### src/sv/wsa_pkg.sv
`default_nettype none

package wsa_pkg;

   localparam int NUM_LANES   = 3;
   localparam int DIST_W      = 16;
   localparam int ANGLE_W     = 9;
   localparam int CSR_DATA_W  = 16;
   localparam int CSR_ADDR_W  = 2;
   localparam int STEP_W      = $clog2(DIST_W);
   localparam int AVG_STEPS   = DIST_W;
   localparam int MAP_STEPS   = ANGLE_W;
   localparam int MAX_SAMPLES_DEF = 1024;

   localparam logic [DIST_W-1:0]  MIN_DIST_RST  = 16'd50;
   localparam logic [DIST_W-1:0]  MAX_DIST_RST  = 16'd500;
   localparam logic [ANGLE_W-1:0] MAX_ANGLE_RST = 9'd180;
   localparam logic [ANGLE_W-1:0] DEADBAND_RST  = 9'd2;

   typedef enum logic [CSR_ADDR_W-1:0] {
      CSR_MIN_DIST  = 2'd0,
      CSR_MAX_DIST  = 2'd1,
      CSR_MAX_ANGLE = 2'd2,
      CSR_DEADBAND  = 2'd3
   } csr_index_type;

   typedef struct packed {
      logic [DIST_W-1:0]  min_distance;
      logic [DIST_W-1:0]  max_distance;
      logic [ANGLE_W-1:0] max_angle;
      logic [ANGLE_W-1:0] deadband;
   } cfg_type;

   typedef struct packed {
      logic accumulate;
      logic close;
      logic step;
      logic use_range;
      logic map;
      logic commit;
   } lane_ctl_type;

   typedef struct packed {
      logic [DIST_W-1:0]  avg;
      logic [ANGLE_W-1:0] angle;
      logic               move;
   } lane_res_type;

endpackage

`default_nettype wire

### src/sv/window_average_to_servo_angle.sv
// Channel  Ports        Direction  Contents
// req      req_t*       in         three distance samples, close flag in tuser
// rsp      rsp_t*       out        three averages and angles, move flags in tuser
// csr      csr_*        in         register writes, no read-back
//
// An item without the close flag leaves the block ready for the next item.
// A closing item makes the block busy: 16 steps of each lane's radix-2 divider
// for the average, a multiply, 9 divider steps for the angle, and then a merge of
// the lanes into the output register, which offers the result, once it is free.
// Reset is synchronous and active high; it restores state but not the data registers.
// A stalled result is held in the output register while new items are taken.

`default_nettype none

module window_average_to_servo_angle #(
   parameter int MAX_SAMPLES = wsa_pkg::MAX_SAMPLES_DEF
) (
   input  wire logic                            clock,
   input  wire logic                            reset,
   input  wire logic                            req_tvalid,
   output logic                                 req_tready,
   input  wire logic [47:0]                     req_tdata,  // dist_a, dist_b, dist_c
   input  wire logic [0:0]                      req_tuser,  // close_window
   output logic                                 rsp_tvalid,
   input  wire logic                            rsp_tready,
   output logic [79:0]                          rsp_tdata,  // avg_a, avg_b, avg_c,
                                                            // angle_a, angle_b, angle_c
   output logic [2:0]                           rsp_tuser,  // move_a, move_b, move_c
   input  wire logic                            csr_we,
   input  wire logic [wsa_pkg::CSR_ADDR_W-1:0]  csr_addr,
   input  wire logic [wsa_pkg::CSR_DATA_W-1:0]  csr_wdata
);
   import wsa_pkg::*;

   localparam int CNT_W = $clog2(MAX_SAMPLES + 1);
   localparam int SUM_W = $clog2(longint'(MAX_SAMPLES) * ((longint'(1) << DIST_W) - 1) + 1);

   typedef enum logic [2:0] {
      ST_IDLE,
      ST_AVG,
      ST_MAP,
      ST_ANG,
      ST_DONE
   } state_type;

   state_type          state_ff;
   logic [STEP_W-1:0]  step_ff;
   logic [CNT_W-1:0]   count_ff;
   logic [CNT_W-1:0]   count_in;
   logic [CNT_W-1:0]   divisor_ff;
   logic               rsp_tvalid_ff;
   logic [79:0]        rsp_tdata_ff;
   logic [79:0]        rsp_tdata_in;
   logic [2:0]         rsp_tuser_ff;
   logic [2:0]         rsp_tuser_in;
   cfg_type            cfg_ff;

   logic               accept;
   logic               not_full;
   logic               out_free;
   lane_ctl_type       ctl;
   lane_res_type       res [NUM_LANES];

   assign accept   = req_tvalid && req_tready;
   assign not_full = (count_ff < CNT_W'(MAX_SAMPLES));
   assign count_in = not_full ? count_ff + 1'b1 : count_ff;
   assign out_free = !rsp_tvalid_ff || rsp_tready;

   always_comb begin
      ctl            = '0;
      ctl.accumulate = accept && not_full;
      ctl.close      = accept && req_tuser[0];
      ctl.step       = (state_ff == ST_AVG) || (state_ff == ST_ANG);
      ctl.use_range  = (state_ff == ST_ANG);
      ctl.map        = (state_ff == ST_MAP);
      ctl.commit     = (state_ff == ST_DONE) && out_free;
   end

   for (genvar i = 0; i < NUM_LANES; i++) begin : g_lane
      wsa_lane #(
         .CNT_W (CNT_W),
         .SUM_W (SUM_W)
      ) u_lane (
         .clock  (clock),
         .reset  (reset),
         .cfg    (cfg_ff),
         .ctl    (ctl),
         .sample (req_tdata[i*DIST_W +: DIST_W]),
         .count  (divisor_ff),
         .res    (res[i])
      );
   end

   always_comb begin
      rsp_tdata_in = '0;
      rsp_tuser_in = '0;
      for (int i = 0; i < NUM_LANES; i++) begin
         rsp_tdata_in[i*DIST_W +: DIST_W] = res[i].avg;
         rsp_tdata_in[NUM_LANES*DIST_W + i*ANGLE_W +: ANGLE_W] = res[i].angle;
         rsp_tuser_in[i] = res[i].move;
      end
   end

   always_ff @(posedge clock) begin
      if (reset) begin
         state_ff      <= ST_IDLE;
         step_ff       <= '0;
         count_ff      <= '0;
         rsp_tvalid_ff <= 1'b0;
      end else begin
         if (rsp_tready && (state_ff != ST_DONE)) begin
            rsp_tvalid_ff <= 1'b0;
         end
         unique case (state_ff)
            ST_IDLE: begin
               if (accept) begin
                  if (req_tuser[0]) begin
                     divisor_ff <= count_in;
                     count_ff   <= '0;
                     step_ff    <= '0;
                     state_ff   <= ST_AVG;
                  end else begin
                     count_ff <= count_in;
                  end
               end
            end
            ST_AVG: begin
               step_ff <= step_ff + 1'b1;
               if (step_ff == STEP_W'(AVG_STEPS - 1)) begin
                  state_ff <= ST_MAP;
               end
            end
            ST_MAP: begin
               step_ff  <= '0;
               state_ff <= ST_ANG;
            end
            ST_ANG: begin
               step_ff <= step_ff + 1'b1;
               if (step_ff == STEP_W'(MAP_STEPS - 1)) begin
                  state_ff <= ST_DONE;
               end
            end
            ST_DONE: begin
               if (out_free) begin
                  rsp_tvalid_ff <= 1'b1;
                  rsp_tdata_ff  <= rsp_tdata_in;
                  rsp_tuser_ff  <= rsp_tuser_in;
                  state_ff      <= ST_IDLE;
               end
            end
            default: state_ff <= ST_IDLE;
         endcase
      end
   end

   always_ff @(posedge clock) begin
      if (reset) begin
         cfg_ff.min_distance <= MIN_DIST_RST;
         cfg_ff.max_distance <= MAX_DIST_RST;
         cfg_ff.max_angle    <= MAX_ANGLE_RST;
         cfg_ff.deadband     <= DEADBAND_RST;
      end else if (csr_we) begin
         unique case (csr_index_type'(csr_addr))
            CSR_MIN_DIST:  cfg_ff.min_distance <= csr_wdata[DIST_W-1:0];
            CSR_MAX_DIST:  cfg_ff.max_distance <= csr_wdata[DIST_W-1:0];
            CSR_MAX_ANGLE: cfg_ff.max_angle    <= csr_wdata[ANGLE_W-1:0];
            CSR_DEADBAND:  cfg_ff.deadband     <= csr_wdata[ANGLE_W-1:0];
            default: ;
         endcase
      end
   end

   assign req_tready = (state_ff == ST_IDLE);
   assign rsp_tvalid = rsp_tvalid_ff;
   assign rsp_tdata  = rsp_tdata_ff;
   assign rsp_tuser  = rsp_tuser_ff;

endmodule

`default_nettype wire

### src/sv/wsa_lane.sv
`default_nettype none

module wsa_lane #(
   parameter int CNT_W = 11,
   parameter int SUM_W = 26
) (
   input  wire logic                        clock,
   input  wire logic                        reset,
   input  wire wsa_pkg::cfg_type            cfg,
   input  wire wsa_pkg::lane_ctl_type       ctl,
   input  wire logic [wsa_pkg::DIST_W-1:0]  sample,
   input  wire logic [CNT_W-1:0]            count,
   output wsa_pkg::lane_res_type            res
);
   import wsa_pkg::*;

   localparam int DIV_W  = (CNT_W > DIST_W) ? CNT_W : DIST_W;
   localparam int PROD_W = DIST_W + ANGLE_W;

   logic [SUM_W-1:0]   sum_ff;
   logic [SUM_W-1:0]   sum_in;
   logic [DIV_W-1:0]   rem_ff;
   logic [DIV_W-1:0]   rem_in;
   logic [DIST_W-1:0]  num_ff;
   logic [DIST_W-1:0]  quo_ff;
   logic [DIST_W-1:0]  avg_ff;
   logic [ANGLE_W:0]   last_ff;

   logic [DIST_W-1:0]  range;
   logic               degenerate;
   logic [DIV_W-1:0]   divisor;
   logic [DIV_W:0]     trial;
   logic [DIV_W:0]     trial_sub;
   logic               ge;
   logic [DIST_W-1:0]  clamped;
   logic [DIST_W-1:0]  offset;
   logic [PROD_W-1:0]  prod;
   logic [ANGLE_W-1:0] angle;
   logic signed [ANGLE_W+1:0] delta;
   logic [ANGLE_W+1:0] mag;
   logic               move;

   assign sum_in     = sum_ff + (ctl.accumulate ? SUM_W'(sample) : '0);
   assign range      = cfg.max_distance - cfg.min_distance;
   assign degenerate = (cfg.max_distance <= cfg.min_distance);
   assign divisor    = ctl.use_range ? DIV_W'(range) : DIV_W'(count);
   assign trial      = {rem_ff, num_ff[DIST_W-1]};
   assign trial_sub  = trial - {1'b0, divisor};
   assign ge         = (trial >= {1'b0, divisor});
   assign rem_in     = ge ? trial_sub[DIV_W-1:0] : trial[DIV_W-1:0];

   always_comb begin
      if (quo_ff < cfg.min_distance) begin
         clamped = cfg.min_distance;
      end else if (quo_ff > cfg.max_distance) begin
         clamped = cfg.max_distance;
      end else begin
         clamped = quo_ff;
      end
   end

   assign offset = clamped - cfg.min_distance;
   assign prod   = PROD_W'(offset) * PROD_W'(cfg.max_angle);

   assign angle = degenerate ? '0 : quo_ff[ANGLE_W-1:0];
   assign delta = $signed({2'b00, angle}) - $signed({last_ff[ANGLE_W], last_ff});
   assign mag   = delta[ANGLE_W+1] ? ($unsigned(-delta)) : $unsigned(delta);
   assign move  = (mag >= {2'b00, cfg.deadband});

   always_ff @(posedge clock) begin
      if (reset) begin
         sum_ff  <= '0;
         last_ff <= '1;
      end else begin
         if (ctl.close) begin
            sum_ff <= '0;
         end else if (ctl.accumulate) begin
            sum_ff <= sum_in;
         end
         if (ctl.commit && move) begin
            last_ff <= {1'b0, angle};
         end
      end
   end

   always_ff @(posedge clock) begin
      if (ctl.close) begin
         rem_ff <= DIV_W'(sum_in[SUM_W-1:DIST_W]);
         num_ff <= sum_in[DIST_W-1:0];
      end else if (ctl.map) begin
         avg_ff <= quo_ff;
         rem_ff <= DIV_W'(prod[PROD_W-1:ANGLE_W]);
         num_ff <= {prod[ANGLE_W-1:0], (DIST_W-ANGLE_W)'(0)};
      end else if (ctl.step) begin
         rem_ff <= rem_in;
         num_ff <= {num_ff[DIST_W-2:0], 1'b0};
         quo_ff <= {quo_ff[DIST_W-2:0], ge};
      end
   end

   assign res.avg   = avg_ff;
   assign res.angle = angle;
   assign res.move  = move;

endmodule

`default_nettype wire

### config.mk
export PLATFORM = sky130hd
export DESIGN_NAME = window_average_to_servo_angle
export DESIGN_NICKNAME = d
export VERILOG_FILES = /design/src/sv/wsa_pkg.sv /design/src/sv/window_average_to_servo_angle.sv /design/src/sv/wsa_lane.sv
export SDC_FILE = /design/constraint.sdc
export NUM_CORES = 2
export LEC_CHECK = 0
export BUFFER_PORTS_ARGS = -buffer_cell sky130_fd_sc_hd__buf_2
export CAP_MARGIN = 20
export CELL_PAD_IN_SITES_DETAIL_PLACEMENT = 0
export CELL_PAD_IN_SITES_GLOBAL_PLACEMENT = 1
export CORE_MARGIN = 3
export CORE_UTILIZATION = 54
export CTS_CLUSTER_SIZE = 20
export DETAILED_ROUTE_END_ITERATION = 7
export PLACE_DENSITY = 0.88
export RECOVER_POWER = 100
export SLEW_MARGIN = 20
export SYNTH_ARGS = -nofsm -noshare
export SYNTH_HDL_FRONTEND = slang
export SYNTH_SLANG_ARGS = --single-unit
### constraint.sdc
create_clock -name clock -period 18.61 [get_ports clock]
set_clock_uncertainty 0.15 [all_clocks]
set_input_delay 0 -clock clock [delete_from_list [all_inputs] [get_ports clock]]
set_output_delay 0 -clock clock [all_outputs]
set_load 0.02 [all_outputs]
==> flow_summary_export.csv <==
group,metric,value,unit
worst_setup_path,worst_ep_arrival_time,12.04,ns
route,wl_per_cell,20.1,µm
sta,tightest_slew,4.33,ns
global_routing,grt_pass1_vias,35186,
yosys,yosysWarnings,0,
sta,rsz0062_at_grt,"no",
clock_tree,clockBufferDepth,3,
sta,setup_viol,0,
worst_setup_path,crit_path_max_incr_delay,1.29,ns
floorplan,die_area,0.0847,mm²
sta,setup_tns,0,ns
route,viasPerCell,5.83,
yosys,synth_common_cells,"497 x inv_1, 492 x nand2_1, 445 x ha_1",
hold_path,holdPathStages,5,
yosys,synth_fa_ha_area_frac,0.268,
global_routing,antenna_found_initial,4,
worst_setup_path,critPathRequiredTime,18.90,ns
worst_setup_path,worstSetupStartpoint,"cfg_ff[35]",
worst_setup_path,reg2reg_depth,38,
yosys,async_flop_share,0,
worst_setup_path,start_kind,"register",
run_status,run_status,"finished with violations",
floorplan,placementRows,103,
yosys,syn-cell-area,0.0439,mm²
route,routed-via-count,35745,
yosys,ys.flop_type,"edfxtp_1",
worst_setup_path,path_max_fanout,16,
hold_path,min_from,"req_tdata[29]",
worst_setup_path,r2r_slack,6.86,ns
yosys,synthSimpleGateAreaFrac,0.181,
yosys,synth.area.mux_share,0.0173,
worst_setup_path,reg2reg_to,"g_lane[0].u_lane.rem_ff[14]",
worst_setup_path,slowest_stage,"nor2_1",
run_status,failed_checks,"capacitance limit, slew limit",
placement,dpl.hpwl,92500,µm
clock_tree,clockRootBuffer,"clkbuf_16",
yosys,syn_inst,4890,
yosys,avgSynthCellArea,8.97,µm²
route,drt_iter0_markers,2478,
placement,finalWeightedCongestion,0.935,
worst_setup_path,cp-end-kind,"register",
route,routed_wl,123000,µm
sta,period_share,0.631,
yosys,synth_cell_type_count,89,
floorplan,dieWidth,291,µm
route,postRouteAntennaNets,0,
worst_setup_path,timing.rr.start,"cfg_ff[35]",
hold_path,min_to,"g_lane[1].u_lane.num_ff[13]",
route,drc,0,
cells_and_area,diodes,0,
floorplan,core,0.0798,mm²
yosys,synth-xor-area-share,0.0519,
cells_and_area,syn2layout_area_growth,9.22,%
clock_tree,htree_levels,2,
cells_and_area,drive_gt1_frac,0.0496,
floorplan,initial_utilization,0.550,
sta,fmax,0.0851,GHz
sta,hold_ws,0.0385,ns
cells_and_area,final_nets,5861,
clock_tree,clock_sinks,458,
job,drv_cap,13,
sta,relSlewSlack,-1.89,
hold_path,hold_class,"in -> reg",
yosys,synth_edf_count,263,
floorplan,die_h,291,µm
worst_setup_path,critical_path_class,"reg -> reg",
clock_tree,cts-buffers-inserted,50,
clock_tree,clk_pin_slew_worst_paths,0.07,ns
sta,hold_violations,0,
floorplan,pin_count,157,
clock_tree,cts_tree,"done",
yosys,netlist.area_leader.share,0.180,
global_routing,gr-total-overflow,0,
yosys,synth_seq_cells,458,
clock_tree,clock_latency,0.60,ns
global_routing,grt.total_usage,0.287,
placement,io_buffers,151,
sta,period_needed,11.75,ns
yosys,synth_compound_area_frac,0.152,
yosys,synth_top_family_by_area,"adder cells",
sta,slew_violations,700,
global_routing,grt_pass1_wl,196000,µm
route,dr.pass1.iters,6,
yosys,post-synth-top-count-cell,"inv_1",
yosys,yosys.area.top_type,"edfxtp_1",
global_routing,grt_max_degree,86,
yosys,ys_seq_area_frac,0.269,
yosys,ys_top_cells_by_area,"edfxtp_1 18%, fa_1 14%, ha_1 13%",
==> layer usage <==
layer / track usage / routed length (µm) / up-vias
met5: 0 / 0 / -
met4: 0.0942 / 4680 / 0
met3: 0.0352 / 7760 / 229
met2: 0.487 / 58700 / 1208
met1: 0.382 / 51800 / 17228
li1: - / - / 17080
==> what timing repair did <==
item,4_1_cts,5_1_grt
setup buffers,0,0
resized for setup,0,0
endpoints found under the hold margin,148,0
hold buffers,66,0
setup endpoints to repair,0,0
==> registers in the layout, summed over array words and instances, names as in the netlist, 4 cells and up <==
name,flops
g_lane.u_lane.sum_ff,78
rsp_tdata,75
cfg_ff,50
g_lane.u_lane.avg_ff,48
g_lane.u_lane.num_ff,48
g_lane.u_lane.quo_ff,48
g_lane.u_lane.rem_ff,48
g_lane.u_lane.last_ff,30
count_ff,11
divisor_ff,11
step_ff,4
==> worst max-delay path by stage <==
stage | endpoint | slack [ns] | depth (start not counted)
6_report | g_lane[0].u_lane.rem_ff[14] | 6.86 | 38
5_1_grt | g_lane[0].u_lane.rem_ff[14] | 6.03 | 38
3_5_place_dp | g_lane[0].u_lane.rem_ff[14] | 7.61 | 38
4_1_cts | g_lane[0].u_lane.rem_ff[14] | 7.54 | 38
2_1_floorplan | g_lane[0].u_lane.rem_ff[14] | 9.17 | 39
3_3_place_gp | g_lane[0].u_lane.rem_ff[14] | 7.77 | 38
==> placed cells by master, fill, tap and decap left out, types with 23 or more instances in the layout <==
| cell | netlist | layout |
|---|---|---|
| a211o_1 | 26 | 26 |
| a211oi_1 | 62 | 62 |
| a21o_1 | 93 | 93 |
| a21oi_1 | 335 | 335 |
| a31oi_1 | 29 | 29 |
| and2_0 | 0 | 38 |
| and2_1 | 282 | 244 |
| and3_1 | 45 | 45 |
| buf_2 | 6 | 70 |
| buf_4 | 7 | 34 |
| clkbuf_1 | 147 | 102 |
| clkbuf_16 | 0 | 52 |
| dfxtp_1 | 195 | 192 |
| dlygate4sd3_1 | 0 | 66 |
| edfxtp_1 | 263 | 263 |
| fa_1 | 310 | 310 |
| ha_1 | 445 | 445 |
| inv_1 | 497 | 495 |
| mux2i_1 | 67 | 67 |
| nand2_1 | 492 | 492 |
| nand2b_1 | 61 | 60 |
| nand3_1 | 86 | 86 |
| nor2_1 | 322 | 319 |
| nor2b_1 | 104 | 104 |
| nor3_1 | 68 | 67 |
| o211ai_1 | 23 | 23 |
| o21a_1 | 50 | 50 |
| o21ai_0 | 237 | 239 |
| or3_1 | 34 | 34 |
| xnor2_1 | 177 | 176 |
| xor2_1 | 83 | 83 |
==> worst max-delay path: cells and delay by family, from the launching register on <==
family                   cells  cell delay, ns
buffers and inverters        4            0.45
flip-flops                   1            0.53
AND/OR/NAND/NOR              6            2.20
multiplexers                 1            0.27
XOR/XNOR                     2            0.88
adder cells (fa/ha/maj)      8            3.43
AO/OA/AOI/OAI               17            3.64
==> stage by stage <==
stage / area [µm²] / instances / setup WS, ns / utilization
5_1_grt: 47900 / 6126 / 6.03 / 0.601
6_report: 47900 / 6126 / 6.86 / 0.601
3_5_place_dp: 45700 / 5966 / 7.61 / 0.573
2_1_floorplan: 43900 / 4894 / 9.17 / -
4_1_cts: 48100 / 6126 / 7.54 / 0.603
3_3_place_gp: 45700 / 5966 / 7.77 / 0.573
==> cell type report <==
type                            count  area [µm²]
Fill cell                        7023       31900
Multi-Input combinational cell   3758       29500
Sequential cell                   458       11800
Inverter                          498        1870
Timing Repair Buffer              268        1630
Clock buffer                       66        1450
Tap cell                         1050        1310
Clock inverter                     28         307
==> cells by family (layout without fill, tap and decap cells) <==
group | count (synthesis) | count (layout)
other | 1 | 5
xor gates and xnor gates | 260 | 260
and+or+nand+nor | 1608 | 1608
muxes | 75 | 75
DFF | 458 | 458
AOI/OAI and AO/OA | 1055 | 1055
adders and majority gates | 755 | 755
buffers and inverters | 678 | 860
Power is not shown: default switching activity piles up to over one toggle a cycle in this logic, so the estimate is an artifact.
